### config.mk
export PLATFORM = sky130hd
export DESIGN_NAME = bhs_ram
export DESIGN_NICKNAME = d
export VERILOG_FILES = /design/src/hw/rtl/bilinear_height_sampler_macros.svh /design/src/hw/rtl/bhs_ram.sv
export SDC_FILE = /design/constraint.sdc
export NUM_CORES = 2
export LEC_CHECK = 0
export ABC_AREA = 1
export BUFFER_PORTS_ARGS = -buffer_cell sky130_fd_sc_hd__buf_2
export CAP_MARGIN = 20
export CORE_MARGIN = 2
export CORE_UTILIZATION = 25
export DETAILED_ROUTE_END_ITERATION = 10
export SYNTH_ARGS = -nofsm -noshare
export SYNTH_HDL_FRONTEND = slang
export SYNTH_SLANG_ARGS = --single-unit
### constraint.sdc
create_clock -name clk -period 1.84 [get_ports clk]
set_input_delay 0.46 -clock clk [delete_from_list [all_inputs] [get_ports clk]]
set_output_delay 0.46 -clock clk [all_outputs]
set_load 0.05 [all_outputs]
### src/hw/rtl/bilinear_height_sampler_macros.svh
// ----------------------------------------------------------------------------
// Assertion macros for the bilinear height sampler
// Concurrent assertion wrappers, removable with ASSERT_OFF.
// ----------------------------------------------------------------------------
`ifndef BILINEAR_HEIGHT_SAMPLER_MACROS_SVH
`define BILINEAR_HEIGHT_SAMPLER_MACROS_SVH
`ifndef ASSERT_OFF
`define BHS_ASSERT_IMP(lbl, clk, rst_n, ante, cons) \
  lbl: assert property (@(posedge clk) disable iff (!rst_n) (ante) |-> (cons)) \
    else $error("assertion failed");
`define BHS_ASSERT_NXT(lbl, clk, rst_n, ante, cons) \
  lbl: assert property (@(posedge clk) disable iff (!rst_n) (ante) |=> (cons)) \
    else $error("assertion failed");
`else
`define BHS_ASSERT_IMP(lbl, clk, rst_n, ante, cons)
`define BHS_ASSERT_NXT(lbl, clk, rst_n, ante, cons)
`endif
`endif

### src/hw/rtl/bhs_ram.sv
// ----------------------------------------------------------------------------
// Generic single-port-write RAM
// One write port, one read port with enable, registered read data.
// ----------------------------------------------------------------------------
module bhs_ram #(
  parameter int unsigned WIDTH = 8,
  parameter int unsigned DEPTH = 256
) (
  input  logic                     clk,
  input  logic                     we,
  input  logic [$clog2(DEPTH)-1:0] waddr,
  input  logic [WIDTH-1:0]         wdata,
  input  logic                     re,
  input  logic [$clog2(DEPTH)-1:0] raddr,
  output logic [WIDTH-1:0]         rdata
);
  logic [WIDTH-1:0] mem [DEPTH];
  always_ff @(posedge clk) begin
    if (we) mem[waddr] <= wdata;
    if (re) rdata <= mem[raddr];
  end
endmodule

* After elaboration in Yosys (flattened, before gate mapping)
Memories as Yosys holds them, arrays and structs flattened. A register that Yosys moved wholly into a read port is not among the register bits.
Index checks and enable logic that the tools add are counted.
** Operators by class
- $add $sub $neg :: 0
- Multiply operators :: 0
- Divide/modulo/power cells :: 0
- $lt $le $gt $ge :: 0
- Equal/unequal tests :: 0
- Shift-type cells :: 0
- Mux-type cells :: 2
- Bitwise gates (word level) :: 0
- Reductions and logical operators :: 0
** Operators with widths (count)
- two-way mux 1 bit :: 2
** Storage, ports and cells
- Bits in registers :: 0
- Latch bits :: 0
- Bits in writable memories :: 2048
- Bits in read-only memories :: 0
- Input bits :: 27
- Output and inout port bits :: 8
- Word-level logic and storage cells :: 3
- Memories :: 1
** Memory list
- mem :: depth 256, width 8, read ports 1, clocked after Yosys merged registers in 1, wr ports 1, line bhs_ram.sv:17 : logic [WIDTH-1:0] mem [DEPTH];

* Depth between registers and ports, before layout
- Depth in word-level cells :: 2
- Mapped depth :: 15
- Gate-level depth less buffers :: 11

* Worst setup path after synthesis
OpenSTA, ideal clock, no wires.
- Kind :: input -> register
- From :: in we
- To :: mem mem[162][0], enable pin
- Library setup time :: 0.370 ns
- Arrival :: 1.581 ns
- Data required time :: 1.470 ns
- Setup slack :: -0.111 ns
- Cell stages on the path :: 4
- Buffers on the path :: 2
- Cell sequence :: clkbuf_1 -> nand3_1 -> clkbuf_1 -> nor2_1
** On the way
- Cells in the longest elaborated chain, start to end :: 2
** RTL lines
- from (decl) :: line bhs_ram.sv:10 : input logic we,
- two-way mux 1 bit :: line bhs_ram.sv:19 : if (we) mem[waddr] <= wdata;
- two-way mux 1 bit (not written as such) :: line bhs_ram.sv:19
- to (decl) :: line bhs_ram.sv:17
No other way between the ends.

* Worst setup path after layout
- From :: reg rdata[3], read port of mem
- To :: out rdata[3]
** RTL lines
- from (decl) :: line bhs_ram.sv:15 : output logic [WIDTH-1:0] rdata
No word-level cell between the ends.

==> results.txt <==
The capture point of the worst reg-to-reg path is rdata[0]$_DFFE_PP_. The synthesized netlist net count came out at 7030. Timing analysis after detailed placement gives a worst setup slack of -0.938 ns.

The total overflow left after global routing is 0. The first-iteration detailed-routing DRC count is 6496. Along the worst path, the maximum fanout reaches 1.

The highest ir drop seen on vdd came out at 1.11 mV. The path with the worst hold slack has its endpoint at rdata[4]$_DFFE_PP_. In the synthesized netlist, the cells that appear most often are sky130_fd_sc_hd__nand2_1, sky130_fd_sc_hd__edfxtp_1, sky130_fd_sc_hd__nand3_1, sky130_fd_sc_hd__nor2_1, sky130_fd_sc_hd__buf_2. After detailed routing, the number of remaining DRC violations is 0. The flip-flop and latch count after synthesis came out at 2056. The routability-driven placement congestion ratio is 0.883. The clock sink count came out at 2056. The number of buffer and inverter instances along the worst setup path is 1. The number of global-route vias before repair came out at 55100. For the final database, setup skew stands at 0.0457 ns. The total number of vias is 56900. The post-detailed-route wirelength per cell came out at 20.4 um.

The HPWL after detailed placement is 156000 um. The worst register-to-register path begins at mem[224][0]$_DFFE_PP_. The wire length of the first global-routing pass came out at 361000 um.

The top cell type's share of synthesized area is 0.740. During synthesis, Yosys emitted a total of 0 warnings. The CTS buffer count came out at 198.

Ranked by total cell area, the synthesized netlist is headed by sky130_fd_sc_hd__edfxtp_1, sky130_fd_sc_hd__nand3_1, sky130_fd_sc_hd__nand2_1, sky130_fd_sc_hd__buf_2, sky130_fd_sc_hd__nor2_1. The H-tree depth reported by CTS came out at 4. The worst-case setup margin in the final layout is -0.188 ns.

The number of port buffers is 34. The count of nets left with antenna violations after detail routing came out at 0. The count of non-filler cells in the finished layout is 12000.

Power spread over the standard cell area amounts to 974 nW/um2. The maximum number of pins on one net before global-route repair is 77. The clock-pin slew of the registers on the worst-case setup and hold paths is 0.07 ns. The cell family contributing the most delay on the critical path is flip-flops. The async set-or-reset flop fraction in the synthesized netlist is 0. The flow ran to the end, but the final reports show violations.

The post-route minimum period came out at 2.03 ns. The maximum buffer depth of the clock tree is 3. The arrival time of the worst setup path is 1.57 ns.

Summing every instance area after synthesis gives 83500 um2. The number of endpoints failing setup at the final stage is 9. In this run the clock root is driven by a sky130_fd_sc_hd__clkbuf_16.

The first TritonRoute pass finished after 6 iterations. The overall routing resource usage is 0.141. The reported max-cap violation count came out at 0. The number of top-level pins came out at 35. The max-slew headroom at the worst pin came out at 0.574. The total number of placement rows came out at 212. For the worst setup path, the data required time is 1.38 ns. The path class of the tightest hold or removal check is primary input to flop. The worst setup slack for register-to-register paths is -0.02 ns.

The area of the core came out at 333000 um2. In the final layout, the share of cells above drive strength 1 is 0.146. The total count of hold-check failures in the final report is 0. The count of placed standard cells including taps came out at 11700.

Setup repair after global routing could not meet its margin everywhere. The via density per instance is 4.72. The final critical-path share of the clock period came out at 1.10. The most common cell in the synthesized netlist is sky130_fd_sc_hd__nand2_1. The cell count after synthesis came out at 7003. The layout overhead on the synthesized area is 22.0%. The later pin in the worst-skew pair is clocked with a latency of 0.85 ns.

The initial standard-cell utilization of the core came out at 0.251. The net count of the finished layout is 7518. The mean post-synth cell area is 11.9 um2. The number of enable-type register cells in the synthesized netlist came out at 2056. The checks that failed: negative setup slack. For this run, the leading register cell type out of synthesis is sky130_fd_sc_hd__edfxtp_1. The cell with the largest stage delay on the worst path is sky130_fd_sc_hd__edfxtp_1. The reported leakage power is 0.0358 uW. The die covers 339000 um2. The type of the worst setup path is flop to primary output. The delay of the slowest critical-path stage came out at 0.48 ns. The signal on the critical path passes through buf_6. The number of cells on the worst hold path is 1.

Measured along the x axis, the die boundary spans 582 um. The worst setup path is launched from a flop. The number of different library cells in the post-synthesis netlist is 13. The CTS tree is built.

The number of max-slew violations in the final report is 0. In this run the vertical extent of the chip is 582 um. The wire length reported by the detailed router is 245000 um. In this run the most critical hold path is launched from re. The initial antenna violation count was 20. The pin slew with the least headroom to its limit is 0.639 ns. The proportion of synthesized chip area in sequential cells is 0.740.

The worst setup path is captured at a primary output. The fmax came out at 0.493 GHz. Of all cell types, the one taking the most synthesized area is sky130_fd_sc_hd__edfxtp_1. The depth of the most critical reg-to-reg path came out at 10.
## where the power goes
part           total, uW  switching (uW)  internal [uW]
Sequential         51700            38.9          51600
Combinational       7220            4930           2290
Clock              40300           17500          22800
Total              99200           22500          76700
## state kept, by name, indices dropped and copies added (netlist names)
signal and cells:
mem 2048, rdata 8
## per-stage QoR
stage          instance area [um2]  power (uW)  setup TNS [ns]  hold slack (ns)   util
3_5_place_dp                 94700       59600          -95.92            0.783  0.285
5_1_grt                     102000      102000           -1.19           0.0182  0.306
6_report                    102000       99200          -0.817           0.0596  0.306
2_1_floorplan                83900       56000          -24.93            0.559      -
3_3_place_gp                 94700       59600          -85.17            0.786  0.285
4_1_cts                     101000       99700           -1.28          0.00708  0.305
## worst max path at each step
| stage | from | endpoint | slack (ns) | cells after the start |
|---|---|---|---|---|
| global route | rdata[3]$_DFFE_PP_ | rdata[3] | -0.23 | 1 |
| finish | rdata[3]$_DFFE_PP_ | rdata[3] | -0.19 | 1 |
| global placement | raddr[0] | rdata[3]$_DFFE_PP_ | -0.97 | 15 |
| detailed placement | raddr[0] | rdata[3]$_DFFE_PP_ | -0.94 | 15 |
| CTS | rdata[3]$_DFFE_PP_ | rdata[3] | -0.25 | 1 |
| floorplan | we | mem[162][0]$_DFFE_PP_ | -0.11 | 4 |
## metal layers
layer  GRT usage  wire, um
met5           0        53
met4      0.0608     11100
met3      0.0210     18400
met2       0.233    117000
met1       0.183     98400
## cell usage in the layout, fill, tap and decap left out, types with 2 or more instances in the layout
cell / netlist / routed
sky130_fd_sc_hd__clkinv_8: 0 / 2
sky130_fd_sc_hd__nand3_2: 0 / 68
sky130_fd_sc_hd__clkinvlp_4: 0 / 4
sky130_fd_sc_hd__inv_6: 0 / 9
sky130_fd_sc_hd__nand2_1: 2123 / 2121
sky130_fd_sc_hd__buf_12: 0 / 187
sky130_fd_sc_hd__clkinv_1: 0 / 43
sky130_fd_sc_hd__buf_4: 46 / 534
sky130_fd_sc_hd__nor2_1: 283 / 283
sky130_fd_sc_hd__buf_8: 1 / 11
sky130_fd_sc_hd__clkbuf_1: 112 / 44
sky130_fd_sc_hd__inv_8: 0 / 4
sky130_fd_sc_hd__nand3_1: 2019 / 1946
sky130_fd_sc_hd__clkinv_2: 0 / 29
sky130_fd_sc_hd__buf_16: 0 / 8
sky130_fd_sc_hd__nand3_4: 0 / 5
sky130_fd_sc_hd__inv_16: 0 / 2
sky130_fd_sc_hd__buf_6: 16 / 10
sky130_fd_sc_hd__dlygate4sd3_1: 0 / 4
sky130_fd_sc_hd__nand2_2: 0 / 2
sky130_fd_sc_hd__buf_2: 268 / 14
sky130_fd_sc_hd__edfxtp_1: 2056 / 2056
sky130_fd_sc_hd__clkbuf_16: 0 / 201
sky130_fd_sc_hd__clkinv_16: 0 / 3
sky130_fd_sc_hd__diode_2: 0 / 9
sky130_fd_sc_hd__bufbuf_16: 0 / 2
sky130_fd_sc_hd__inv_1: 36 / 34
sky130_fd_sc_hd__clkinv_4: 0 / 3
sky130_fd_sc_hd__bufinv_16: 0 / 20
## timing repair
action	CTS	global route
gates cloned	2	1
hold endpoints to repair	62	0
hold buffers	4	0
endpoints found under the setup margin	16	16
pin swaps	0	5
gates resized for setup	41	65
setup buffers	0	2
## cell type report
type,count,area (um2)
sequential,2056,61700
fill,32900,231000
timing repair buffer,771,8450
multi-input combinational,4425,19500
inverter,39,180
tap,4387,5490
clock buffer,244,5170
antenna,9,22.5
clock inverter,116,1210
## cell families after synthesis
kind of cell           Yosys count  share of synthesized area
DFF                           2056                      0.740
buffers and inverters          522                     0.0312
and+or+nand+nor               4425                      0.229
Note: power is estimated with default switching activity, not from simulation.
